### config.mk
export PLATFORM = sky130hd
export DESIGN_NAME = tvn_phase_div
export DESIGN_NICKNAME = d
export VERILOG_FILES = /design/src/tvn_phase_div.sv
export SDC_FILE = /design/constraint.sdc
export NUM_CORES = 1
export LEC_CHECK = 0
export BUFFER_PORTS_ARGS = -buffer_cell sky130_fd_sc_hd__buf_2
export CORE_MARGIN = 2
export CORE_UTILIZATION = 50
export DETAILED_ROUTE_END_ITERATION = 12
export PLACE_DENSITY = 0.74
export SLEW_MARGIN = 20
export SYNTH_ARGS = -nofsm -noshare
export SYNTH_HDL_FRONTEND = slang
export SYNTH_SLANG_ARGS = --single-unit
### constraint.sdc
create_clock -name clk -period 23.4 [get_ports clk]
set_input_delay 1.17 -clock clk [delete_from_list [all_inputs] [get_ports clk]]
set_output_delay 1.17 -clock clk [all_outputs]
set_load 0.02 [all_outputs]
### src/tvn_phase_div.sv
// Pipelined restoring divider: phase = floor((index mod count) * 2^32 / count).
// Depends on nothing but its parameter; four quotient steps per register stage.
`default_nettype none

module tvn_phase_div #(
  parameter int IB = 10
) (
  input  wire logic          clk,
  input  wire logic          en,
  input  wire logic [IB:0]   dividend,
  input  wire logic [IB-1:0] divisor,
  output logic      [31:0]   phase
);

  localparam int DB  = IB + 33;
  localparam int K   = 4;
  localparam int NS  = (DB + K - 1) / K;
  localparam int DBP = NS * K;

  logic [IB-1:0]  rem_r [NS];
  logic [DBP-1:0] dvd_r [NS];
  logic [31:0]    q_r   [NS];

  logic [IB-1:0]  rem_nxt [NS];
  logic [DBP-1:0] dvd_nxt [NS];
  logic [31:0]    q_nxt   [NS];

  // The long division runs over the integer bits first, which leaves the
  // remainder index mod count; the last 32 quotient bits are the phase.
  for (genvar s = 0; s < NS; s++) begin : g_stage
    always_comb begin
      logic [IB-1:0]  r;
      logic [DBP-1:0] d;
      logic [31:0]    q;
      logic [IB:0]    trial;
      if (s == 0) begin
        r = '0;
        d = DBP'({dividend, 32'h0});
        q = '0;
      end else begin
        r = rem_r[s-1];
        d = dvd_r[s-1];
        q = q_r[s-1];
      end
      for (int k = 0; k < K; k++) begin
        trial = {r, d[DBP-1]};
        d = d << 1;
        if (trial >= {1'b0, divisor}) begin
          r = IB'(trial - {1'b0, divisor});
          q = {q[30:0], 1'b1};
        end else begin
          r = trial[IB-1:0];
          q = {q[30:0], 1'b0};
        end
      end
      rem_nxt[s] = r;
      dvd_nxt[s] = d;
      q_nxt[s]   = q;
    end

    always_ff @(posedge clk) begin
      if (en) begin
        rem_r[s] <= rem_nxt[s];
        dvd_r[s] <= dvd_nxt[s];
        q_r[s]   <= q_nxt[s];
      end
    end
  end

  assign phase = q_r[NS-1];

endmodule

`default_nettype wire

=== Yosys cells after proc, flatten, opt, wreduce, memory -nomap -nowiden ===
Memories as Yosys holds them, arrays and structs flattened.
Cells that the tools add are included.

* Register bits after elaboration: 0
* RAM bits: 902
* Bits of input ports: 23
* Output and inout port bits: 32
* Memories kept: 3

{| class="wikitable"
|+ Memory list
! memory !! depth !! bits a word !! read ports !! clocked after Yosys merged registers in !! wr ports !! RTL line !! RTL
|-
| dvd_r || 11 || 40 || 10 || 0 || 11 || 21 || <nowiki>logic [DBP-1:0] dvd_r [NS];</nowiki>
|-
| q_r || 11 || 32 || 11 || 0 || 11 || 22 || <nowiki>logic [31:0] q_r [NS];</nowiki>
|-
| rem_r || 11 || 10 || 10 || 0 || 11 || 20 || <nowiki>logic [IB-1:0] rem_r [NS];</nowiki>
|}

* Add/sub/neg operators: 44
* Magnitude comparators: 44
* Mux-type cells: 90

{| class="wikitable"
|+ Operators with widths
! cell !! number
|-
| greater-or-equal comparator 11 x 10 -> 1 bit || 43
|-
| two-way mux 10 bit || 44
|-
| subtractor 10 bit || 43
|-
| two-way mux 1 bit || 46
|-
| greater-or-equal comparator 1 x 10 -> 1 bit, first input constant || 1
|-
| subtractor 1 x 10 -> 10 bit, first input constant || 1
|}

=== Longest topological paths before layout ===
An unclocked memory read counts as a cell.

* Depth in word-level cells: 9
* Depth in mapped cells: 44
* Gate-level depth less buffers: 37

=== Least setup slack after synthesis ===
Ideal clock, no wire load.

* Kind: input port to flip-flop
* Start point: in divisor[1]
* End point: mem rem_r[2][1] (data pin)
* Arrival: 10753 ps
* Data required time: 23138 ps
* Slack: 12385 ps
* Stages on the path: 36
* Buffers on the path: 2
* Cells stage by stage: inv_1 ha_1 nor2b_1 o31a_1 o221ai_2 a21oi_1 or2_1 buf_4 mux2_2 ha_1 nand4_1 nor2_1 a211o_1 o31ai_1 o21ai_0 a211oi_1 mux2_2 ha_1 o21a_1 o31a_1 nor4_1 o41ai_1 o21a_1 a2111o_1 mux2i_2 mux2i_1 ha_1 a21o_1 a21o_1 a21oi_1 o21ai_0 and4_1 o32ai_1 o2111a_1 buf_4 mux2_1

{| class="wikitable"
|+ RTL lines
! item !! RTL line !! RTL
|-
| start, declared || 11 || <nowiki>input wire logic [IB-1:0] divisor,</nowiki>
|-
| end, declared || 20 ||
|}

==> qor.txt <==
# diodes - 0
number of fill cells - 5,339
Final Net Count - 3,825
normalized max-slew margin - 28.0%
Avg Cell Area, Syn - 9.19 µm²
final setup vio count - 0
P&R area growth vs syn - 8.16%
largest family of logic cells by synthesized area - compound AO/OA/AOI/OAI gates
antenna-violating nets left - 0
Final Instance Area - 32,900 µm²
Most common cell on crit path - ha_1
slack of the critical path - 12.10 ns
proportion of synthesized area in mux cells - 9.89%
post-CTS setup buffer count - 0
Post-synth EDFFs - 256
Levels on crit path - 37
post_cts resized - 0
Initial Utilization - 50.5%
final wirelength - 75,000 µm
via count - 25,600
Max Clk Rate - 0.0885 GHz
CP bufs+invs - 4
Buffers on Ports - 54
GP Congestion - 0.913
Warnings, synthesis - 0
max_cap viols - 0
commonest non-fill, non-tap cell in the layout - ha_1
num rows - 90
Core Util, Final - 54.6%
Vias/cell - 6.11
hold path cells - 0
#FFs+latches synth - 256
GRT Util Overall - 23.7%
placed inst area - 31,600 µm²
final hold viol count - 0
# IOs - 55
Synth Instances - 3,306
initial DRC count - 1,918
Register-to-Register Path Depth - 33
distinct cell type count after synthesis - 102
hold_buf cts - 0
Mapped Area - 30,400 µm²
Synth Area in Compound Gates - 21.2%
Die Wd - 251 µm
drt drc - 0
post-synthesis sequential area ratio - 25.3%
Tightest Pin Transition - 1.07 ns
final setup TNS - 0 ns
dpl ws - 11.72 ns
Post-Synth XOR/XNOR Area - 7.29%
clk_skew - 0.0138 ns
share of post-route cells with drive strength above 1 - 12.4%
Worst-Skew Late Latency - 0.56 ns
CTS tree - done
FFs w/ async S/R, synth - 0%
CP Launch Type - primary input
HP Class - reg2reg
vias in the first global route - 24,600
Critical Path Fanout Max - 28
Final Critical Period - 11.30 ns
Worst path max stage delay - 0.57 ns
Synth Flop Type - edfxtp_1
die area - 62,800 µm²
status - completed
Crit. End Element - register
WP data required - 23.70 ns
Die Y - 251 µm
Final period util - 48.3%
Adder-Cell Fraction of Synth Area - 18.0%
simple-gate share of the synthesized area - 15.6%
CP delay by family, top - compound AO/OA/AOI/OAI gates
total gr overflow - 0
clock buffer depth - 3
commonest cells after routing, fill and taps aside - 407 x ha_1, 285 x nor2_1, 256 x edfxtp_1, 233 x a21oi_1, 211 x mux2_2
H-tree Lvls - 2
Critical Path AT - 11.60 ns
initial antenna violation count - 1
clock buffer count from CTS - 36
Clk pin slew, worst setup/hold paths - 0.06 ns
Clock Sinks - 256
dpl hpwl - 53,100 µm
Critical-path top delay cell - mux2i_2
Avg WL per Cell - 17.9 µm
RSZ-0062 raised after global routing - no
clk root buf - clkbuf_16
CP Class - in2reg
DRT Pass-1 Iters - 5
Core Box Area - 60,200 µm²
first-pass GRT wire length - 124,000 µm
pin count of the biggest net entering global routing - 118
Slew Viols, Final - 0
-- final timing paths --
| path | startpoint | endpoint | slack (ns) |
|---|---|---|---|
| worst min-delay path | q_r[6][11] | q_r[7][15] | 0.41 |
| worst max register to register | rem_r[1][0] | rem_r[2][9] | 13.27 |
| worst max-delay path | divisor[5] | rem_r[2][9] | 12.10 |
| worst min register to register | q_r[6][11] | q_r[7][15] | 0.41 |
-- state kept, by name, indices dropped and copies added, names as in the netlist --
name	count
q_r	144
dvd_r	12
rem_r	100
-- cell usage after synthesis (all sizes together) (9+ instances only) --
| cell type | count | share of area [%] |
|---|---|---|
| ha | 408 | 17 |
| nor2 | 286 | 3.5 |
| edfxtp | 256 | 25 |
| a21oi | 234 | 3.9 |
| mux2 | 230 | 8.5 |
| o21ai | 192 | 3.2 |
| xnor2 | 182 | 5.2 |
| nand2 | 152 | 1.9 |
| inv | 149 | 1.8 |
| a21o | 109 | 2.7 |
| nor3 | 103 | 1.7 |
| o21a | 101 | 2.5 |
| nor2b | 86 | 1.8 |
| xor2 | 71 | 2.0 |
| nand4 | 68 | 1.4 |
| nand3 | 60 | 0.99 |
| a211oi | 57 | 1.5 |
| nand2b | 56 | 1.2 |
| mux2i | 40 | 1.4 |
| and2 | 33 | 0.69 |
| a31oi | 32 | 0.73 |
| clkbuf | 30 | 0.37 |
| buf | 23 | 0.42 |
| o31ai | 22 | 0.71 |
| o21bai | 21 | 0.52 |
| fa | 19 | 1.3 |
| o211ai | 19 | 0.49 |
| o31a | 19 | 0.55 |
| or3 | 19 | 0.41 |
| or2 | 15 | 0.31 |
| a2111oi | 12 | 0.44 |
| a211o | 12 | 0.35 |
| a21boi | 12 | 0.30 |
| o2111ai | 12 | 0.35 |
| and3 | 11 | 0.23 |
| nor4 | 11 | 0.23 |
| a221o | 10 | 0.33 |
| nand3b | 10 | 0.25 |
| nor3b | 9 | 0.22 |
| o22ai | 9 | 0.21 |
-- through the flow --
| step | instances | hold slack (ns) |
|---|---|---|
| 2_1_floorplan | 3309 | 0.400 |
| 3_3_place_gp | 4119 | 0.400 |
| 3_5_place_dp | 4119 | 0.405 |
| 4_1_cts | 4183 | 0.412 |
| 5_1_grt | 4183 | 0.420 |
| 6_report | 4183 | 0.413 |
-- final cells by class --
cell class / instances / area (µm²) / area share, %
well taps: 782 / 978 / 2.98
inverters: 149 / 561 / 1.70
multi-input cells: 2851 / 21900 / 66.7
clock inverters: 26 / 308 / 0.936
clock buffers: 38 / 930 / 2.83
flip-flops and latches: 256 / 7690 / 23.4
repair buffers: 81 / 485 / 1.48
-- cells by family after synthesis --
group                    after synthesis
AO/OA/AOI/OAI                        951
XOR/XNOR                             253
adder cells (fa/ha/maj)              427
buffers and inverters                202
flip-flops                           256
multiplexers                         270
other                                  1
AND/OR/NAND/NOR                      946
-- per-layer routing --
| layer | wire [µm] | up-vias | global-route usage [%] |
|---|---|---|---|
| li1 | - | 12700 | - |
| met1 | 34600 | 12100 | 32.0 |
| met2 | 34700 | 649 | 39.9 |
| met3 | 3660 | 132 | 2.71 |
| met4 | 2010 | 2 | 7.32 |
| met5 | 16 | - | 0 |
Power is not shown: default switching activity piles up to over one toggle a cycle in this logic, so the estimate is an artifact.
